### src/rtl/separator_tokenizer_escape_expand_macros.svh
// Assertion macros used by the tokenizer back-end RTL.
`ifndef SEPARATOR_TOKENIZER_ESCAPE_EXPAND_MACROS_SVH
`define SEPARATOR_TOKENIZER_ESCAPE_EXPAND_MACROS_SVH

// Property checked on the rising clock edge, suspended while reset is low.
`define STE_ASSERT(label, clk, rst_n, prop, msg) \
    label: assert property (@(posedge clk) disable iff (!rst_n) prop) else $error(msg);

// Same check, but also evaluated during reset.
`define STE_ASSERT_ALWAYS(label, clk, prop, msg) \
    label: assert property (@(posedge clk) prop) else $error(msg);

`endif

### src/rtl/ste_pkg.sv
// Shared types, character constants and helper functions of the tokenizer.
package ste_pkg;

    // Character codes
    localparam logic [7:0] CHAR_BACKSLASH = 8'h5C;
    localparam logic [7:0] CHAR_DQUOTE    = 8'h22;
    localparam logic [7:0] CHAR_LBRACK    = 8'h5B;
    localparam logic [7:0] CHAR_RBRACK    = 8'h5D;
    localparam logic [7:0] CHAR_ZERO      = 8'h30;
    localparam logic [7:0] CHAR_LOWER_A   = 8'h61;
    localparam logic [7:0] CHAR_LOWER_X   = 8'h78;
    localparam logic [7:0] CHAR_LOWER_N   = 8'h6E;
    localparam logic [7:0] CHAR_LOWER_T   = 8'h74;
    localparam logic [7:0] CHAR_LOWER_V   = 8'h76;
    localparam logic [7:0] CHAR_LOWER_R   = 8'h72;
    localparam logic [7:0] CHAR_LOWER_F   = 8'h66;
    localparam logic [7:0] CHAR_LOWER_B   = 8'h62;

    // Configuration register indexes
    localparam logic CFG_SEP_BYTES = 1'b0;
    localparam logic CFG_SEP_COUNT = 1'b1;

    // Queue between front and back
    localparam int QUEUE_DEPTH = 4;
    localparam int QPTR_W      = $clog2(QUEUE_DEPTH);

    // Step index inside one descriptor (up to seven results)
    localparam int STEP_W = 3;
    localparam logic [STEP_W-1:0] STEP_EXP_LAST = 3'd5;
    localparam logic [STEP_W-1:0] STEP_EXP_DONE = 3'd6;

    // What character output a descriptor carries
    typedef enum logic [1:0] {
        CK_NONE,
        CK_PLAIN,
        CK_EXPAND
    } char_kind_t;

    // One classified input word, as handed from front to back
    typedef struct packed {
        char_kind_t  kind;
        logic [7:0]  ch;    // plain byte, or control code for an expansion
        logic        done;  // token end marker follows the characters
    } ste_desc_t;

    // Result of escape lookup
    typedef struct packed {
        logic       hit;
        logic [7:0] code;
    } esc_t;

    // Queue status toward front and back
    typedef struct packed {
        logic full;
        logic empty;
    } queue_stat_t;

    function automatic esc_t escape_code(input logic [7:0] b);
        esc_t r;
        r.hit  = 1'b1;
        r.code = 8'h00;
        unique case (b)
            CHAR_LOWER_N:   r.code = 8'h0A;
            CHAR_LOWER_T:   r.code = 8'h09;
            CHAR_LOWER_V:   r.code = 8'h0B;
            CHAR_LOWER_R:   r.code = 8'h0D;
            CHAR_LOWER_F:   r.code = 8'h0C;
            CHAR_LOWER_A:   r.code = 8'h07;
            CHAR_LOWER_B:   r.code = 8'h08;
            CHAR_BACKSLASH: r.code = 8'h5C;
            CHAR_DQUOTE:    r.code = 8'h22;
            default:        r.hit  = 1'b0;
        endcase
        return r;
    endfunction

    // Lower-case hex digit for a nibble
    function automatic logic [7:0] hex_char(input logic [3:0] v);
        logic [7:0] r;
        if (v < 4'd10) begin
            r = CHAR_ZERO + {4'h0, v};
        end else begin
            r = CHAR_LOWER_A + {4'h0, v} - 8'd10;
        end
        return r;
    endfunction

endpackage

### src/rtl/ste_front.sv
// Front end: separator registers, escape and token state, word classification.
module ste_front #(
    parameter int MAX_SEPARATORS = 8
) (
    input  logic               aclk,
    input  logic               aresetn,
    // configuration writes
    input  logic               cfg_valid,
    output logic               cfg_ready,
    input  logic               cfg_index,
    input  logic [63:0]        cfg_data,
    // input words
    input  logic               s_tvalid,
    output logic               s_tready,
    input  logic [7:0]         in_byte,
    input  logic               stream_end,
    // toward the queue
    input  ste_pkg::queue_stat_t q_stat,
    output logic               push,
    output ste_pkg::ste_desc_t push_desc
);
    import ste_pkg::*;

    localparam int SEP_CNT_W = $clog2(MAX_SEPARATORS + 1);

    logic [63:0] sep_bytes_reg;
    logic [3:0]  sep_count_reg;
    logic        esc_pending_reg, esc_pending_next;
    logic        token_open_reg, token_open_next;

    logic [SEP_CNT_W-1:0] sep_used;
    logic                 is_sep;
    esc_t                 esc;
    ste_desc_t            desc;
    logic                 accept;

    assign cfg_ready = 1'b1;
    assign s_tready  = !q_stat.full;
    assign accept    = s_tvalid && s_tready;

    // Clamp the separator count to the compare lanes that exist
    always_comb begin
        if (sep_count_reg > 4'(MAX_SEPARATORS)) begin
            sep_used = SEP_CNT_W'(MAX_SEPARATORS);
        end else begin
            sep_used = SEP_CNT_W'(sep_count_reg);
        end
    end

    // Parallel compare against each separator lane
    always_comb begin
        is_sep = 1'b0;
        for (int i = 0; i < MAX_SEPARATORS; i++) begin
            if ((SEP_CNT_W'(i) < sep_used) && (sep_bytes_reg[8*i +: 8] == in_byte)) begin
                is_sep = 1'b1;
            end
        end
    end

    assign esc = escape_code(in_byte);

    // Classify the word and work out the next token state
    always_comb begin
        desc.kind        = CK_NONE;
        desc.ch          = in_byte;
        desc.done        = 1'b0;
        esc_pending_next = esc_pending_reg;
        token_open_next  = token_open_reg;
        priority if (is_sep) begin
            desc.done        = token_open_reg;
            token_open_next  = 1'b0;
            esc_pending_next = 1'b0;
        end else if (esc_pending_reg) begin
            desc.kind        = esc.hit ? CK_EXPAND : CK_PLAIN;
            desc.ch          = esc.hit ? esc.code : in_byte;
            token_open_next  = 1'b1;
            esc_pending_next = 1'b0;
        end else if (in_byte == CHAR_BACKSLASH) begin
            token_open_next  = 1'b1;
            esc_pending_next = 1'b1;
        end else begin
            desc.kind        = CK_PLAIN;
            token_open_next  = 1'b1;
        end
        // stream end closes any open token
        if (stream_end) begin
            desc.done        = desc.done | token_open_next;
            token_open_next  = 1'b0;
            esc_pending_next = 1'b0;
        end
    end

    // Only words that cause results enter the queue
    assign push      = accept && ((desc.kind != CK_NONE) || desc.done);
    assign push_desc = desc;

    // Token state
    always_ff @(posedge aclk) begin
        if (!aresetn) begin
            esc_pending_reg <= 1'b0;
            token_open_reg  <= 1'b0;
        end else if (accept) begin
            esc_pending_reg <= esc_pending_next;
            token_open_reg  <= token_open_next;
        end
    end

    // Configuration registers
    always_ff @(posedge aclk) begin
        if (!aresetn) begin
            sep_bytes_reg <= 64'h0;
            sep_count_reg <= 4'h0;
        end else if (cfg_valid && cfg_ready) begin
            unique case (cfg_index)
                CFG_SEP_BYTES: sep_bytes_reg <= cfg_data;
                CFG_SEP_COUNT: sep_count_reg <= cfg_data[3:0];
                default:       sep_bytes_reg <= sep_bytes_reg;
            endcase
        end
    end

endmodule

### src/rtl/ste_queue.sv
// Short descriptor queue decoupling the front end from the back end.
module ste_queue (
    input  logic                 aclk,
    input  logic                 aresetn,
    input  logic                 push,
    input  ste_pkg::ste_desc_t   push_desc,
    input  logic                 pop,
    output ste_pkg::ste_desc_t   head,
    output ste_pkg::queue_stat_t stat
);
    import ste_pkg::*;

    ste_desc_t           entry_reg [QUEUE_DEPTH];
    logic [QPTR_W-1:0]   wr_ptr_reg;
    logic [QPTR_W-1:0]   rd_ptr_reg;
    logic [QPTR_W:0]     count_reg;
    logic                do_push;
    logic                do_pop;

    assign stat.full  = (count_reg == (QPTR_W+1)'(QUEUE_DEPTH));
    assign stat.empty = (count_reg == '0);
    assign do_push    = push && !stat.full;
    assign do_pop     = pop && !stat.empty;
    assign head       = entry_reg[rd_ptr_reg];

    // Pointers and fill count
    always_ff @(posedge aclk) begin
        if (!aresetn) begin
            wr_ptr_reg <= '0;
            rd_ptr_reg <= '0;
            count_reg  <= '0;
        end else begin
            if (do_push) begin
                wr_ptr_reg <= wr_ptr_reg + 1'b1;
            end
            if (do_pop) begin
                rd_ptr_reg <= rd_ptr_reg + 1'b1;
            end
            if (do_push && !do_pop) begin
                count_reg <= count_reg + 1'b1;
            end else if (do_pop && !do_push) begin
                count_reg <= count_reg - 1'b1;
            end
        end
    end

    // Entry storage
    always_ff @(posedge aclk) begin
        if (do_push) begin
            entry_reg[wr_ptr_reg] <= push_desc;
        end
    end

endmodule

### src/rtl/ste_back.sv
// Back end: walks each descriptor step by step into the output register.
module ste_back (
    input  logic                 aclk,
    input  logic                 aresetn,
    input  ste_pkg::ste_desc_t   head,
    input  ste_pkg::queue_stat_t q_stat,
    output logic                 pop,
    output logic                 m_tvalid,
    input  logic                 m_tready,
    output logic [7:0]           out_byte,
    output logic                 token_done,
    output logic                 run_last
);
    import ste_pkg::*;

    logic [STEP_W-1:0] step_reg, step_next;
    logic              m_tvalid_reg, m_tvalid_next;
    logic [7:0]        out_byte_reg, out_byte_next;
    logic              token_done_reg, token_done_next;
    logic              run_last_reg, run_last_next;

    logic              load;
    logic [STEP_W-1:0] last_step;

    assign load = !q_stat.empty && (!m_tvalid_reg || m_tready);
    assign pop  = load && (step_reg == last_step);

    // Index of the final result for the head descriptor
    always_comb begin
        unique case (head.kind)
            CK_NONE:   last_step = '0;
            CK_PLAIN:  last_step = head.done ? STEP_W'(1) : '0;
            CK_EXPAND: last_step = head.done ? STEP_EXP_DONE : STEP_EXP_LAST;
            default:   last_step = '0;
        endcase
    end

    // Result for the current step
    always_comb begin
        out_byte_next   = 8'h00;
        token_done_next = 1'b0;
        if ((head.kind == CK_EXPAND) && (step_reg <= STEP_EXP_LAST)) begin
            unique case (step_reg)
                3'd0:    out_byte_next = CHAR_LBRACK;
                3'd1:    out_byte_next = CHAR_ZERO;
                3'd2:    out_byte_next = CHAR_LOWER_X;
                3'd3:    out_byte_next = hex_char(head.ch[7:4]);
                3'd4:    out_byte_next = hex_char(head.ch[3:0]);
                default: out_byte_next = CHAR_RBRACK;
            endcase
        end else if ((head.kind == CK_PLAIN) && (step_reg == '0)) begin
            out_byte_next = head.ch;
        end else begin
            token_done_next = 1'b1;
        end
        run_last_next = (step_reg == last_step);
    end

    // Step counter and output valid
    always_comb begin
        step_next     = step_reg;
        m_tvalid_next = m_tvalid_reg;
        if (load) begin
            m_tvalid_next = 1'b1;
            step_next     = pop ? '0 : step_reg + 1'b1;
        end else if (m_tready) begin
            m_tvalid_next = 1'b0;
        end
    end

    always_ff @(posedge aclk) begin
        if (!aresetn) begin
            step_reg     <= '0;
            m_tvalid_reg <= 1'b0;
        end else begin
            step_reg     <= step_next;
            m_tvalid_reg <= m_tvalid_next;
        end
    end

    // Output payload
    always_ff @(posedge aclk) begin
        if (load) begin
            out_byte_reg   <= out_byte_next;
            token_done_reg <= token_done_next;
            run_last_reg   <= run_last_next;
        end
    end

    assign m_tvalid   = m_tvalid_reg;
    assign out_byte   = out_byte_reg;
    assign token_done = token_done_reg;
    assign run_last   = run_last_reg;

`include "separator_tokenizer_escape_expand_macros.svh"

    // A partly emitted descriptor stays at the queue head
    `STE_ASSERT(a_step_has_head, aclk, aresetn, (step_reg != '0) |-> !q_stat.empty, "step without head")
    // A token end marker is always the final result of its word
    `STE_ASSERT(a_done_is_last, aclk, aresetn, (m_tvalid && token_done) |-> run_last, "done not last")
    // Results of one word follow without a bubble
    `STE_ASSERT(a_no_gap, aclk, aresetn, (m_tvalid && m_tready && !run_last) |=> m_tvalid, "gap in word")

endmodule

### src/rtl/separator_tokenizer_escape_expand.sv
// Top level of the separator tokenizer with escape expansion.
//
//  channel   dir  handshake              payload
//  s_        in   s_tvalid / s_tready    s_tdata = in_byte, s_tlast = stream_end
//  m_        out  m_tvalid / m_tready    m_tdata = out_byte, m_tuser = token_done,
//                                        m_tlast = run_last
//  cfg_      in   cfg_valid / cfg_ready  cfg_index, cfg_data (always ready)
//
// A word is classified combinationally as it is accepted; with the queue empty
// and m_ free, its first result passes through the queue entry and the output
// register to m_. Plain bytes flow at one word per cycle while m_ is ready; an
// escape expansion gives six or seven results, one per cycle from the back-end
// step counter while m_ is ready, and the four-entry queue absorbs input while it
// runs. Words that cause no result never reach the queue. Reset is synchronous on
// aresetn and needs no clearing pass; s_tready falls only when the queue is full.
module separator_tokenizer_escape_expand #(
    parameter int MAX_SEPARATORS = 8
) (
    input  logic        aclk,
    input  logic        aresetn,
    input  logic        cfg_valid,
    output logic        cfg_ready,
    input  logic        cfg_index,
    input  logic [63:0] cfg_data,
    input  logic        s_tvalid,
    output logic        s_tready,
    input  logic [7:0]  s_tdata,   // [7:0] in_byte
    input  logic        s_tlast,
    output logic        m_tvalid,
    input  logic        m_tready,
    output logic [7:0]  m_tdata,   // [7:0] out_byte
    output logic        m_tuser,   // [0] token_done
    output logic        m_tlast
);
    import ste_pkg::*;

    queue_stat_t q_stat;
    ste_desc_t   push_desc;
    ste_desc_t   head;
    logic        push;
    logic        pop;

    ste_front #(
        .MAX_SEPARATORS (MAX_SEPARATORS)
    ) u_front (
        .aclk       (aclk),
        .aresetn    (aresetn),
        .cfg_valid  (cfg_valid),
        .cfg_ready  (cfg_ready),
        .cfg_index  (cfg_index),
        .cfg_data   (cfg_data),
        .s_tvalid   (s_tvalid),
        .s_tready   (s_tready),
        .in_byte    (s_tdata),
        .stream_end (s_tlast),
        .q_stat     (q_stat),
        .push       (push),
        .push_desc  (push_desc)
    );

    ste_queue u_queue (
        .aclk      (aclk),
        .aresetn   (aresetn),
        .push      (push),
        .push_desc (push_desc),
        .pop       (pop),
        .head      (head),
        .stat      (q_stat)
    );

    ste_back u_back (
        .aclk       (aclk),
        .aresetn    (aresetn),
        .head       (head),
        .q_stat     (q_stat),
        .pop        (pop),
        .m_tvalid   (m_tvalid),
        .m_tready   (m_tready),
        .out_byte   (m_tdata),
        .token_done (m_tuser),
        .run_last   (m_tlast)
    );

endmodule

### config.mk
export PLATFORM = sky130hd
export DESIGN_NAME = separator_tokenizer_escape_expand
export DESIGN_NICKNAME = d
export VERILOG_FILES = /design/src/rtl/ste_pkg.sv /design/src/rtl/ste_front.sv /design/src/rtl/ste_queue.sv /design/src/rtl/ste_back.sv /design/src/rtl/separator_tokenizer_escape_expand.sv
export VERILOG_INCLUDE_DIRS = /design/src /design/src/rtl
export SDC_FILE = /design/constraint.sdc
export NUM_CORES = 1
export LEC_CHECK = 0
export ABC_CLOCK_PERIOD_IN_PS = 9700
export BUFFER_PORTS_ARGS = -buffer_cell sky130_fd_sc_hd__buf_2
export CAP_MARGIN = 25
export CORE_MARGIN = 2
export CORE_UTILIZATION = 60
export DETAILED_ROUTE_END_ITERATION = 6
export GPL_ROUTABILITY_DRIVEN = 0
export PLACE_DENSITY_LB_ADDON = 0.1
export RECOVER_POWER = 50
export SLEW_MARGIN = 10
export SYNTH_ARGS = -nofsm -noshare
export SYNTH_HDL_FRONTEND = slang
export SYNTH_SLANG_ARGS = --single-unit
### constraint.sdc
create_clock -name aclk -period 9.7 [get_ports aclk]
set_input_delay 0.97 -clock aclk [delete_from_list [all_inputs] [get_ports aclk]]
set_output_delay 0.97 -clock aclk [all_outputs]
set_load 0.01 [all_outputs]
==> flow_metrics.py <==
metrics = {
    "die": {
        "ioPinCount": 92,
        "start_util": 0.609,
        "rows": 39,
        "core-area_um2": 11300,
        "die_x_um": 111,
        "die-area_um2": 12300,
        "dieHeight_um": 111,
    },
    "setup_path": {
        "cp-end-kind": "flop",
        "arrival_ns": 4.63,
        "worst-r2r-cell-count": 11,
        "path_class": "in2reg",
        "cp_max_fo": 15,
        "crit_path_start_kind": "input pin",
        "worstPathRequired_ns": 10.05,
    },
    "synth": {
        "syn_inst": 697,
        "synth_ff_type": "dfxtp_1",
        "synth_top_area_frac": 0.242,
        "syn_area_per_cell_um2": 9.86,
        "yosysWarningCount": 0,
        "syn_area_um2": 6870,
        "synth_edf_count": 54,
        "seq_area_frac_synth": 0.478,
        "synth_area_leader_cell": "dfxtp_1",
        "synth.most_common_cell": "nand2_1",
        "synthTopCellsByArea": "dfxtp_1, edfxtp_1, nand2_1, a21boi_0, xnor2_1",
        "syn-num-nets": 789,
        "ys_async_sr_fraction": 0,
        "ys_seq_elements": 137,
        "synth_common_cells": "nand2_1, dfxtp_1, a21boi_0, xnor2_1, edfxtp_1",
        "synth_cell_type_count": 59,
    },
    "clock_network": {
        "clockBufferDepth": 2,
        "clk_pin_slew_ns": 0.06,
        "post-cts-setup-buffers": 0,
        "cts_buffers": 17,
        "cts_sinks": 137,
        "postCtsHoldBufs": 0,
        "insertion_delay_ns": 0.42,
        "htreeDepth": 4,
        "cts_resized": 0,
        "cts_tree": "built",
        "cts_root_buf": "clkbuf_16",
    },
    "finish": {
        "multi_input_comb_area_um2": 3220,
        "drive_gt1_frac": 0.160,
        "nNetsFinal": 855,
        "fillers": 898,
        "diodes": 0,
        "largest_reg_flops": 64,
        "regArea_um2": 3280,
        "syn_to_final_growth_pct": 13.6,
    },
    "detailed_routing": {
        "wl_per_cell_um": 16.0,
        "drcViolationCount": 0,
        "dr_wl_met2_um": 7800,
        "top_layer_used": "met4",
        "drt_iter0_markers": 377,
        "wirelength_um": 14700,
        "via_per_inst": 5.55,
        "via_count": 5100,
        "antenna_left": 0,
        "first_pass_iters": 5,
        "wl_met3_um": 645,
        "drt-met1-wl_um": 6030,
    },
    "grt": {
        "grt_remaining_overflow": 0,
        "grt_max_degree": 54,
        "grt_pass1_vias": 5180,
        "antenna_found_initial": 0,
        "grt_usage": 0.250,
        "grt_pass1_wl_um": 24600,
    },
    "pwr": {
        "peakVddDrop_v": 0.000145,
        "p_leak_nw": 2.85,
        "powerDensity_nw_per_um2": 226,
        "p_clk_frac": 0.364,
        "seqPwrFrac": 0.411,
        "switching_share": 0.291,
        "switching_power_w": 0.000514,
        "pwr-share-comb": 0.225,
        "intPower_w": 0.00125,
    },
    "timing": {
        "worstMarginPinSlew_ns": 1.88,
        "fin_crit_sh": 0.441,
        "clock_skew_ns": 0.00832,
        "finalHoldViolCount": 0,
        "rsz0062_at_grt": "no",
        "fin_crit_ns": 4.28,
        "tns_ns": 0,
        "setup_viol": 0,
        "setup_ws_ns": 5.42,
        "final_max_slew_viol_count": 100,
        "clock.fmax_mhz": 234,
        "maxSlewHeadroom": -0.251,
    },
    "place": {
        "post-place-ws_ns": 5.45,
        "hpwl_um": 10200,
        "portBuffers": 90,
    },
    "min_path": {
        "min_path_type": "reg2reg",
        "hold_depth": 2,
    },
    "outcome": {
        "violations": "max-capacitance violations, max-slew violations",
        "status": "finished, violations left",
    },
    "flow_run": {
        "max_cap_viol_count": 2,
    },
}
## cell families (layout without fill, tap and decap cells)
kind of cell / after synthesis / after routing / synth area share
and+or+nand+nor: 257 / 257 / 0.169
other: 1 / 1 / 0.000546
buffers and inverters: 66 / 145 / 0.0523
AOI/OAI and AO/OA: 134 / 134 / 0.138
xor gates and xnor gates: 71 / 71 / 0.0905
adders and majority gates: 13 / 13 / 0.0248
DFF: 137 / 137 / 0.478
muxes: 18 / 18 / 0.0468
## power groups by stage
stage	Clock (W)	Combinational (W)	Sequential (W)
after global placement	0	0.000386	0.000735
after CTS	0.000651	0.000406	0.000726
final	0.000642	0.000398	0.000725
after detailed placement	0	0.000401	0.000738
after global routing	0.000677	0.000444	0.000734
after floorplan	0	0.000301	0.000732
## placed cells by master, fill, tap and decap left out, types with 3 or more instances in the layout
| cell | instances |
|---|---|
| clkbuf_1 | 20 |
| nor2_1 | 20 |
| buf_2 | 75 |
| xnor2_1 | 55 |
| a32oi_1 | 3 |
| nand3_1 | 11 |
| mux2_2 | 3 |
| o22ai_1 | 4 |
| o21ai_0 | 16 |
| bufinv_16 | 3 |
| and2_1 | 11 |
| a21boi_0 | 72 |
| nand4_1 | 13 |
| nor3_1 | 8 |
| dfxtp_1 | 83 |
| mux4_2 | 11 |
| clkbuf_16 | 17 |
| xor2_1 | 16 |
| a21oi_1 | 12 |
| o211ai_1 | 4 |
| nor4_1 | 4 |
| o32ai_1 | 3 |
| edfxtp_1 | 54 |
| nor2b_1 | 10 |
| ha_1 | 12 |
| clkinv_2 | 3 |
| a31oi_1 | 4 |
| mux2i_1 | 4 |
| nand2b_1 | 3 |
| inv_1 | 20 |
| nand2_1 | 162 |
## area by class of cell
type | instances | area share
sequential | 137 | 0.421
multi-input combinational | 494 | 0.413
timing repair buffer | 93 | 0.0588
clock buffer | 20 | 0.0559
tap | 143 | 0.0229
clock inverter | 12 | 0.0192
inverter | 20 | 0.00962
## path summary, 6_finish.rpt
kind | startpoint | endpoint | slack (ns)
setup / recovery | s_tdata[7] | u_queue.count_reg[2] | 5.42
hold / removal | u_front.sep_count_reg[2] | u_front.sep_count_reg[2] | 0.48
hold reg to reg | u_front.sep_count_reg[2] | u_front.sep_count_reg[2] | 0.48
setup reg to reg | flop | u_queue.count_reg[2] | 5.81
## worst max-delay path, cell delays in order
cell and delay, ns:
clkbuf_1 0.73, xor2_1 0.13, nor4_1 0.32, nand2_1 0.12, o311ai_1 0.44, or2_1 0.31
o31a_2 0.25, ha_1 0.20, inv_1 0.07, fa_1 0.43, xor2_1 0.18, or3_1 0.31
a21boi_0 0.16
## through the flow
| step | cells | hold slack [ns] | total power (W) | utilization | area (um^2) |
|---|---|---|---|---|---|
| finish | 919 | 0.478 | 0.00177 | 0.692 | 7800 |
| CTS | 919 | 0.478 | 0.00178 | 0.697 | 7860 |
| detailed placement | 887 | 0.470 | 0.00114 | 0.645 | 7270 |
| global placement | 885 | 0.467 | 0.00112 | 0.642 | 7230 |
| floorplan | 697 | 0.452 | 0.00103 | - | 6870 |
| global route | 919 | 0.495 | 0.00185 | 0.692 | 7800 |
## layer usage
metal | global-route usage | up-vias
met2 | 0.456 | 133
met4 | 0.0933 | 0
met1 | 0.292 | 2426
li1 | - | 2524
met5 | 0 | -
met3 | 0.0476 | 17
Power figures use the tool's default switching activity.
